<file path="config.mk">
export PLATFORM = sky130hd
export DESIGN_NAME = motion_packet_assembler_queue_unit
export DESIGN_NICKNAME = d
export VERILOG_FILES = /design/src/rtl/mpaq_pkg.sv /design/src/rtl/mpaq_ram.sv /design/src/rtl/motion_packet_assembler_queue_unit.sv
export SDC_FILE = /design/constraint.sdc
export NUM_CORES = 2
export LEC_CHECK = 0
export BUFFER_PORTS_ARGS = -buffer_cell sky130_fd_sc_hd__buf_2
export CAP_MARGIN = 0
export CORE_MARGIN = 10
export CORE_UTILIZATION = 35
export CTS_CLUSTER_SIZE = 14
export DETAILED_ROUTE_END_ITERATION = 10
export PLACE_DENSITY = 0.47
export SYNTH_ARGS = -nofsm -noshare
export SYNTH_HDL_FRONTEND = slang
export SYNTH_MEMORY_MAX_BITS = 65536
export SYNTH_SLANG_ARGS = --single-unit
</file>
<file path="constraint.sdc">
create_clock -name clk -period 8.99 [get_ports clk]
set_input_delay 0.899 -clock clk [delete_from_list [all_inputs] [get_ports clk]]
set_output_delay 0.899 -clock clk [all_outputs]
set_load 0.02 [all_outputs]
</file>
<file path="src/rtl/mpaq_pkg.sv">
// Shared types, constants and a helper function of the motion packet queue.
`timescale 1ns / 1ps

package mpaq_pkg;

    localparam int DEFAULT_QUEUE_DEPTH = 16;
    localparam int FIELDS_PER_ENTRY    = 7;
    localparam int WORD_SEL_W          = 3;
    localparam int COORD_W             = 32;
    localparam int KIND_W              = 3;
    localparam int SEQ_W               = 4;
    localparam int TAG_W               = KIND_W + SEQ_W;
    localparam int STATUS_W            = 2;

    typedef enum logic [STATUS_W-1:0] {
        STATUS_OK    = 2'd0,
        STATUS_EMPTY = 2'd1,
        STATUS_FULL  = 2'd2
    } status_t;

    typedef enum logic [2:0] {
        ST_IDLE,
        ST_EVAL,
        ST_CLEAR,
        ST_RESULT,
        ST_POP,
        ST_POP_READ
    } fsm_state_t;

    function automatic logic [KIND_W-1:0] kind_of(input logic [3:0] nibble);
        logic [KIND_W-1:0] kind;
        case (nibble)
            4'd1:    kind = 3'd1;
            4'd2:    kind = 3'd2;
            4'd3:    kind = 3'd3;
            4'd8:    kind = 3'd4;
            4'd15:   kind = 3'd5;
            default: kind = 3'd0;
        endcase
        return kind;
    endfunction

endpackage

</file>
<file path="src/rtl/mpaq_ram.sv">
// Generic single-port-write, single-port-read RAM with a registered read.
`timescale 1ns / 1ps

module mpaq_ram #(
    parameter int WIDTH = 32,
    parameter int DEPTH = 16
) (
    input  logic                     clk,
    input  logic                     we,
    input  logic [$clog2(DEPTH)-1:0] waddr,
    input  logic [WIDTH-1:0]         wdata,
    input  logic                     re,
    input  logic [$clog2(DEPTH)-1:0] raddr,
    output logic [WIDTH-1:0]         rdata
);

    logic [WIDTH-1:0] mem [DEPTH];
    logic [WIDTH-1:0] rdata_reg;

    always_ff @(posedge clk)
    begin
        if (we)
        begin
            mem[waddr] <= wdata;
        end
        if (re)
        begin
            rdata_reg <= mem[raddr];
        end
    end

    assign rdata = rdata_reg;

endmodule

</file>
<file path="src/rtl/motion_packet_assembler_queue_unit.sv">
// Top level of the motion packet assembler with its ring queue of commands.
`timescale 1ns / 1ps

// Packets are assembled into commands held in a ring of QUEUE_DEPTH entries; every transaction
// on the input gives exactly one result transaction. The coordinate words live in one RAM with
// eight word slots per entry and the type and sequence tags in a second RAM, both with one read
// port and a registered read. For a packet that adds to the newest command, a dropped packet
// and an empty pop, the tag is read and then the output register is loaded. A packet that
// starts a command first clears the seven words of the new entry through the single write
// port, one per cycle. A pop reads the seven coordinate words in turn through the single read
// port, and its result is loaded when the last read returns. The next transaction is accepted
// in the cycle after the previous one has produced its result, even while that result still
// waits in the output register; a result that finds the output register still occupied waits
// for it, so a stalled receiver delays the result.
module motion_packet_assembler_queue_unit #(
    parameter int QUEUE_DEPTH = mpaq_pkg::DEFAULT_QUEUE_DEPTH
) (
    input  logic                          clk,
    input  logic                          rst_n,
    input  logic                          in_valid,
    output logic                          in_ready,
    input  logic                          cmd,
    input  logic [7:0]                    type_byte,
    input  logic [7:0]                    seq_param_byte,
    input  logic [31:0]                   coord_word,
    output logic                          out_valid,
    input  logic                          out_ready,
    output logic [1:0]                    status,
    output logic [31:0]                   pos_x,
    output logic [31:0]                   pos_y,
    output logic [31:0]                   pos_z,
    output logic [31:0]                   arc_i,
    output logic [31:0]                   arc_j,
    output logic [31:0]                   arc_k,
    output logic [31:0]                   dwell_p,
    output logic [2:0]                    kind_code,
    output logic [3:0]                    sequence_tag
);

    localparam int IDX_W       = $clog2(QUEUE_DEPTH);
    localparam int CNT_W       = $clog2(QUEUE_DEPTH + 1);
    localparam int WSEL_W      = mpaq_pkg::WORD_SEL_W;
    localparam int COORD_DEPTH = QUEUE_DEPTH * (2 ** WSEL_W);
    localparam int CADDR_W     = IDX_W + WSEL_W;
    localparam int CW          = mpaq_pkg::COORD_W;
    localparam int TW          = mpaq_pkg::TAG_W;
    localparam int NF          = mpaq_pkg::FIELDS_PER_ENTRY;

    mpaq_pkg::fsm_state_t state_reg, state_next;

    logic [IDX_W-1:0]  head_reg, head_next;
    logic [IDX_W-1:0]  tail_reg, tail_next;
    logic [CNT_W-1:0]  count_reg, count_next;
    logic [WSEL_W-1:0] step_reg, step_next;
    mpaq_pkg::status_t res_status_reg, res_status_next;

    logic [3:0]        type_reg;
    logic [3:0]        seq_reg;
    logic [3:0]        param_reg;
    logic [CW-1:0]     coord_reg;

    logic              out_valid_reg;
    logic [1:0]        status_reg;
    logic [CW-1:0]     field_reg [NF];
    logic [2:0]        kind_reg;
    logic [3:0]        seqtag_reg;

    logic              accept;
    logic              out_free;
    logic              param_ok;
    logic              new_cmd;
    logic              full;
    logic              load_result;
    logic              capture_word;
    logic              finish_pop;
    logic [IDX_W-1:0]  newest;
    logic [IDX_W-1:0]  head_inc;
    logic [IDX_W-1:0]  tail_inc;

    logic              tag_we;
    logic [IDX_W-1:0]  tag_waddr;
    logic [TW-1:0]     tag_wdata;
    logic              tag_re;
    logic [IDX_W-1:0]  tag_raddr;
    logic [TW-1:0]     tag_rdata;

    logic              crd_we;
    logic [CADDR_W-1:0] crd_waddr;
    logic [CW-1:0]     crd_wdata;
    logic              crd_re;
    logic [CADDR_W-1:0] crd_raddr;
    logic [CW-1:0]     crd_rdata;

    mpaq_ram #(
        .WIDTH (TW),
        .DEPTH (QUEUE_DEPTH)
    ) u_tag_ram (
        .clk   (clk),
        .we    (tag_we),
        .waddr (tag_waddr),
        .wdata (tag_wdata),
        .re    (tag_re),
        .raddr (tag_raddr),
        .rdata (tag_rdata)
    );

    mpaq_ram #(
        .WIDTH (CW),
        .DEPTH (COORD_DEPTH)
    ) u_coord_ram (
        .clk   (clk),
        .we    (crd_we),
        .waddr (crd_waddr),
        .wdata (crd_wdata),
        .re    (crd_re),
        .raddr (crd_raddr),
        .rdata (crd_rdata)
    );

    assign accept   = in_valid && in_ready;
    assign out_free = !out_valid_reg || out_ready;
    assign param_ok = (param_reg < 4'(NF));
    assign full     = (count_reg == CNT_W'(QUEUE_DEPTH));
    assign new_cmd  = (count_reg == '0) || (tag_rdata[3:0] != seq_reg);
    assign newest   = (tail_reg == '0) ? IDX_W'(QUEUE_DEPTH - 1) : tail_reg - 1'b1;
    assign head_inc = (head_reg == IDX_W'(QUEUE_DEPTH - 1)) ? '0 : head_reg + 1'b1;
    assign tail_inc = (tail_reg == IDX_W'(QUEUE_DEPTH - 1)) ? '0 : tail_reg + 1'b1;

    always_comb
    begin
        state_next = state_reg;
        case (state_reg)
            mpaq_pkg::ST_IDLE:
            begin
                if (accept)
                begin
                    state_next = cmd ? mpaq_pkg::ST_POP : mpaq_pkg::ST_EVAL;
                end
            end
            mpaq_pkg::ST_EVAL:
            begin
                if (new_cmd && !full)
                begin
                    state_next = mpaq_pkg::ST_CLEAR;
                end
                else
                begin
                    state_next = mpaq_pkg::ST_RESULT;
                end
            end
            mpaq_pkg::ST_CLEAR:
            begin
                if (step_reg == WSEL_W'(NF - 1))
                begin
                    state_next = mpaq_pkg::ST_RESULT;
                end
            end
            mpaq_pkg::ST_RESULT:
            begin
                if (out_free)
                begin
                    state_next = mpaq_pkg::ST_IDLE;
                end
            end
            mpaq_pkg::ST_POP:
            begin
                if (count_reg == '0)
                begin
                    state_next = mpaq_pkg::ST_RESULT;
                end
                else if (out_free)
                begin
                    state_next = mpaq_pkg::ST_POP_READ;
                end
            end
            mpaq_pkg::ST_POP_READ:
            begin
                if (step_reg == WSEL_W'(NF))
                begin
                    state_next = mpaq_pkg::ST_IDLE;
                end
            end
            default:
            begin
                state_next = mpaq_pkg::ST_IDLE;
            end
        endcase
    end

    always_comb
    begin
        in_ready        = 1'b0;
        tag_re          = 1'b0;
        tag_raddr       = newest;
        tag_we          = 1'b0;
        tag_waddr       = tail_reg;
        tag_wdata       = {mpaq_pkg::kind_of(type_reg), seq_reg};
        crd_re          = 1'b0;
        crd_raddr       = {head_reg, step_reg};
        crd_we          = 1'b0;
        crd_waddr       = {newest, param_reg[WSEL_W-1:0]};
        crd_wdata       = coord_reg;
        head_next       = head_reg;
        tail_next       = tail_reg;
        count_next      = count_reg;
        step_next       = step_reg;
        res_status_next = res_status_reg;
        load_result     = 1'b0;
        capture_word    = 1'b0;
        finish_pop      = 1'b0;
        case (state_reg)
            mpaq_pkg::ST_IDLE:
            begin
                in_ready  = 1'b1;
                tag_re    = in_valid;
                tag_raddr = cmd ? head_reg : newest;
            end
            mpaq_pkg::ST_EVAL:
            begin
                step_next = '0;
                if (new_cmd && full)
                begin
                    res_status_next = mpaq_pkg::STATUS_FULL;
                end
                else if (new_cmd)
                begin
                    tag_we = 1'b1;
                end
                else
                begin
                    res_status_next = mpaq_pkg::STATUS_OK;
                    crd_we          = param_ok;
                end
            end
            mpaq_pkg::ST_CLEAR:
            begin
                crd_we    = 1'b1;
                crd_waddr = {tail_reg, step_reg};
                crd_wdata = (param_ok && (param_reg[WSEL_W-1:0] == step_reg)) ? coord_reg : '0;
                step_next = step_reg + 1'b1;
                if (step_reg == WSEL_W'(NF - 1))
                begin
                    tail_next       = tail_inc;
                    count_next      = count_reg + 1'b1;
                    res_status_next = mpaq_pkg::STATUS_OK;
                end
            end
            mpaq_pkg::ST_RESULT:
            begin
                load_result = out_free;
            end
            mpaq_pkg::ST_POP:
            begin
                step_next = '0;
                if (count_reg == '0)
                begin
                    res_status_next = mpaq_pkg::STATUS_EMPTY;
                end
            end
            mpaq_pkg::ST_POP_READ:
            begin
                crd_re       = (step_reg != WSEL_W'(NF));
                capture_word = (step_reg != '0);
                step_next    = step_reg + 1'b1;
                if (step_reg == WSEL_W'(NF))
                begin
                    finish_pop = 1'b1;
                    head_next  = head_inc;
                    count_next = count_reg - 1'b1;
                end
            end
            default:
            begin
                in_ready = 1'b0;
            end
        endcase
    end

    always_ff @(posedge clk or negedge rst_n)
    begin
        if (!rst_n)
        begin
            state_reg      <= mpaq_pkg::ST_IDLE;
            head_reg       <= '0;
            tail_reg       <= '0;
            count_reg      <= '0;
            step_reg       <= '0;
            res_status_reg <= mpaq_pkg::STATUS_OK;
            out_valid_reg  <= 1'b0;
        end
        else
        begin
            state_reg      <= state_next;
            head_reg       <= head_next;
            tail_reg       <= tail_next;
            count_reg      <= count_next;
            step_reg       <= step_next;
            res_status_reg <= res_status_next;
            if (load_result || finish_pop)
            begin
                out_valid_reg <= 1'b1;
            end
            else if (out_ready)
            begin
                out_valid_reg <= 1'b0;
            end
        end
    end

    always_ff @(posedge clk)
    begin
        if (accept)
        begin
            type_reg  <= type_byte[3:0];
            seq_reg   <= seq_param_byte[7:4];
            param_reg <= seq_param_byte[3:0];
            coord_reg <= coord_word;
        end
        if (load_result)
        begin
            status_reg <= res_status_reg;
            kind_reg   <= '0;
            seqtag_reg <= '0;
            for (int f = 0; f < NF; f++)
            begin
                field_reg[f] <= '0;
            end
        end
        if (capture_word)
        begin
            field_reg[step_reg - 1'b1] <= crd_rdata;
        end
        if (finish_pop)
        begin
            status_reg <= mpaq_pkg::STATUS_OK;
            kind_reg   <= tag_rdata[TW-1:mpaq_pkg::SEQ_W];
            seqtag_reg <= tag_rdata[mpaq_pkg::SEQ_W-1:0];
        end
    end

    assign out_valid    = out_valid_reg;
    assign status       = status_reg;
    assign pos_x        = field_reg[0];
    assign pos_y        = field_reg[1];
    assign pos_z        = field_reg[2];
    assign arc_i        = field_reg[3];
    assign arc_j        = field_reg[4];
    assign arc_k        = field_reg[5];
    assign dwell_p      = field_reg[6];
    assign kind_code    = kind_reg;
    assign sequence_tag = seqtag_reg;

endmodule

</file>
==> reports/metrics.sh <==
FINISH.NET_COUNT=9235
SYNTH_TOP_FAMILY_BY_AREA='multiplexers'
SYNTH-SIMPLE-AREA-SHARE=0.0239
YOSYS-TOP-CELLS-AREA='edfxtp_1 77%, mux4_2 9.6%, mux2i_1 4.9%'
SYNTHESIS.INSTANCES=8544
YOSYSUNIQUECELLTYPES=70
CRIT_REQUIRED_NS=9.67
YOSYSSEQAREASHARE=0.779
SYNTHADDERAREAFRAC=0.00112
WORSTSKEWPAIRLATENCY_NS=1.01
LARGEST_REGISTER_FF_COUNT=4096
POST_ROUTE_CELLS_DRIVE_ABOVE_1_SHARE=0.234
YOSYS_REGISTER_BITS=4546
REMAINING_DRC_ERRORS=0
COUNT_OF_FLIP_FLOPS_WITH_A_BUILT_IN_ENABLE_AFTER_SYNTHESIS=4490
GRT_FIRST_PASS_WIRELENGTH_UM=706000
GRT_MAX_DEGREE=129
PLACEMENTROWS=259
DIE_W_UM=727
DPL.HPWL_UM=291000
DRTPASS1ITERATIONS=6
CLK_PIN_SLEW_NS=0.06
SYN-NUM-NETS=8612
FINAL_CELLS=16200
FINALWORSTPATHREQUIREDPERIOD_NS=5.47
DETAIL-ROUTE-ANTENNA-NETS=0
MIN_PATH_TYPE='primary input to flop'
RELSLEWSLACK=0.0799
DP.CELLS=15300
R2R_SETUP_SLACK_NS=3.52
SYNTH.MUX.AREA_FRACTION=0.147
DESIGN.PORTCOUNT=288
CRITICAL_PATH_PEAK_FANOUT=35
WORST_IR_DROP_ON_VDD_V=0.000282
DETAIL_ROUTED_NET_LENGTH_PER_STANDARD_CELL_UM=31.6
VIA_PER_INST=5.32
DESIGN.CORE.AREA_UM2=497000
FINAL_HOLD_VIOLATING_ENDPOINTS=0
WORSTSETUPENDPOINTTYPE='flop'
CTS_RESIZED=0
CTS_TREE='done'
SYNTHESIS.AREA_UM2=175000
FLOORPLAN.DIE.HEIGHT_UM=727
SKEW_NS=0.0806
SYNTHARSTFLOPSHARE=0.00484
SYN2LAYOUT_AREA_GROWTH_PCT=15.4
SYNTH-WARNING-COUNT=0
PLACE_CONGESTION=0.790
YOSYS.AREA_SHARE.XOR_XNOR=0.000802
FIRST_GLOBAL_VIAS=87700
CLK_ROOT_BUFFER_CELL='clkbuf_16'
TIMING_WORST_SETUP_PATH_TYPE='flop to flop'
INITIALDRTVIOLATIONCOUNT=9046
ANTENNA_FOUND_INITIAL=29
GLOBALROUTETOTALUTIL=0.188
CTS_BUFFERS=477
FINAL_WORST_PATH_PERIOD_SHARE=0.609
SYN_AVG_CELL_AREA_UM2=20.4
POSTLAYOUTCOREUTIL=0.405
LEADING_CELL_TYPE_IN_THE_LAYOUT_FILL_AND_TAPS_EXCLUDED='edfxtp_1'
TIMING.FINAL.MAX_SLEW_VIOLATIONS=0
CLOCK_TREE.BUFFER_DEPTH=4
CLOCK.FMAX_MHz=183
TIMING.CRITICAL_PATH.ARRIVAL_NS=6.15
POSTPLACECELLAREA_UM2=186000
DETAILROUTE.VIA_COUNT=86500
MOSTFREQUENTLAYOUTCELLS='4490 x edfxtp_1, 855 x mux2i_1, 741 x mux4_2'
PWR_DENSITY_CELL_nW_PER_UM2=305
DIE_AREA_UM2=528000
SYNTH_LARGEST_TYPE_AREA_FRACTION=0.772
FIN_TNS_SETUP_NS=0
GRT.OVERFLOW.TOTAL=0
SYNTH_COMPOUND_GATE_AREA_SHARE=0.0340
WORST-SLEW-PIN-TRANSITION_NS=1.38
POWER.LEAKAGE_nW=64.3
YOSYS_MOST_USED_DFF='edfxtp_1'
CLOCK_TREE.HTREE_LEVEL_COUNT=5
NETLIST.TOP_CELL.BY_AREA='edfxtp_1'
MAX_CAP_VIOL_COUNT=0
CLOCK-SINKS=4546
FINISH.INSTANCE_AREA_UM2=202000
ROUTE.FINAL.WIRE_LENGTH_UM=513000
STARTING_DENSITY=0.351
GRT_SETUP_UNREPAIRED='false'
FINAL-SETUP-VIOL-COUNT=0
IO_BUFFER_COUNT=283
RESULT_OF_THE_RUN='completed'
STARTPOINT_KIND_OF_THE_WORST_SETUP_TIMING_PATH='flop'
## metal layers
| metal | part of all wire | GRT usage | vias up |
|---|---|---|---|
| met3 | 0.071 | 0.0356 | 613 |
| met2 | 0.47 | 0.301 | 3014 |
| met5 | 0 | 0 | - |
| met4 | 0.029 | 0.0517 | 0 |
| li1 | - | - | 36400 |
| met1 | 0.43 | 0.263 | 46500 |
## critical path, cell delays in order, from the launching register on
cell and delay, ns:
dfrtp_2 0.84, buf_4 0.72, nor2b_4 0.92, buf_4 0.55
a22oi_1 0.17, o211ai_1 0.26, nand3_1 0.39, a31oi_1 1.07
a21oi_1 0.14
## area by class of cell
cell class / count / area (um2)
Antenna cell: 26 / 65.1
Clock buffer: 601 / 12500
Clock inverter: 273 / 2660
Fill cell: 44000 / 296000
Inverter: 44 / 170
Multi-Input combinational cell: 3473 / 37500
Sequential cell: 4546 / 136000
Tap cell: 6655 / 8330
Timing Repair Buffer: 625 / 4290
## per-stage QoR
stage	power (W)	hold WS (ns)	setup WS (ns)
finish	0.0615	0.0902	3.52
global route	0.0638	0.0412	3.28
CTS	0.0621	0.00219	3.54
detailed placement	0.0428	0.479	3.56
global placement	0.0425	0.472	3.55
floorplan	0.0369	0.450	3.43
## cells by family (layout without fill, tap and decap cells)
group	Yosys count	in the layout
AOI/OAI and AO/OA	884	884
xor gates and xnor gates	16	16
adders and majority gates	15	15
buffers and inverters	525	1543
DFF	4546	4546
muxes	1628	1628
other	0	26
and+or+nand+nor	930	930
## final timing paths
check	startpoint	endpoint	depth (start not counted)
min reg2reg	status[0]$_SDFFE_PP0P_	status[0]$_SDFFE_PP0P_	2
min in group asynchronous	rst_n	head_reg[1]$_DFFE_PN0P_	2
max in group asynchronous	rst_n	head_reg[0]$_DFFE_PN0P_	2
max	step_reg[2]$_DFFE_PN0P_	u_coord_ram.rdata[24]$_DFFE_PN_	8
max reg2reg	step_reg[2]$_DFFE_PN0P_	u_coord_ram.rdata[24]$_DFFE_PN_	8
min	coord_word[27]	coord_reg[27]$_DFFE_PP_	1
## where the power goes
| group | switching [W] | internal, W |
|---|---|---|
| Sequential | 0.000415 | 0.0265 |
| Clock | 0.00821 | 0.0111 |
| Combinational | 0.0103 | 0.00494 |
## Yosys cell counts (all sizes together) (4+ instances only)
cell type,number
nand2b,76
o21ai,61
mux2,31
o2111ai,18
edfxtp,4490
clkbuf,207
dfrtp,22
and3,19
inv,43
xnor2,10
and2,47
o22ai,20
a31oi,115
a21oi,252
nor3,17
o31ai,9
buf,274
a22o,51
ha,14
a21o,4
xor2,6
nor2,333
nand4,9
dfxtp,34
a22oi,251
a2111oi,16
nor2b,42
nand2,292
nand3,79
mux4,741
o22a,13
mux2i,856
o211ai,55
## timing repair
action                                 in CTS  in global routing
hold buffers                               24                  0
setup buffers                               0                  0
endpoints found under the hold margin      45                  0
Power figures use the tool's default switching activity.
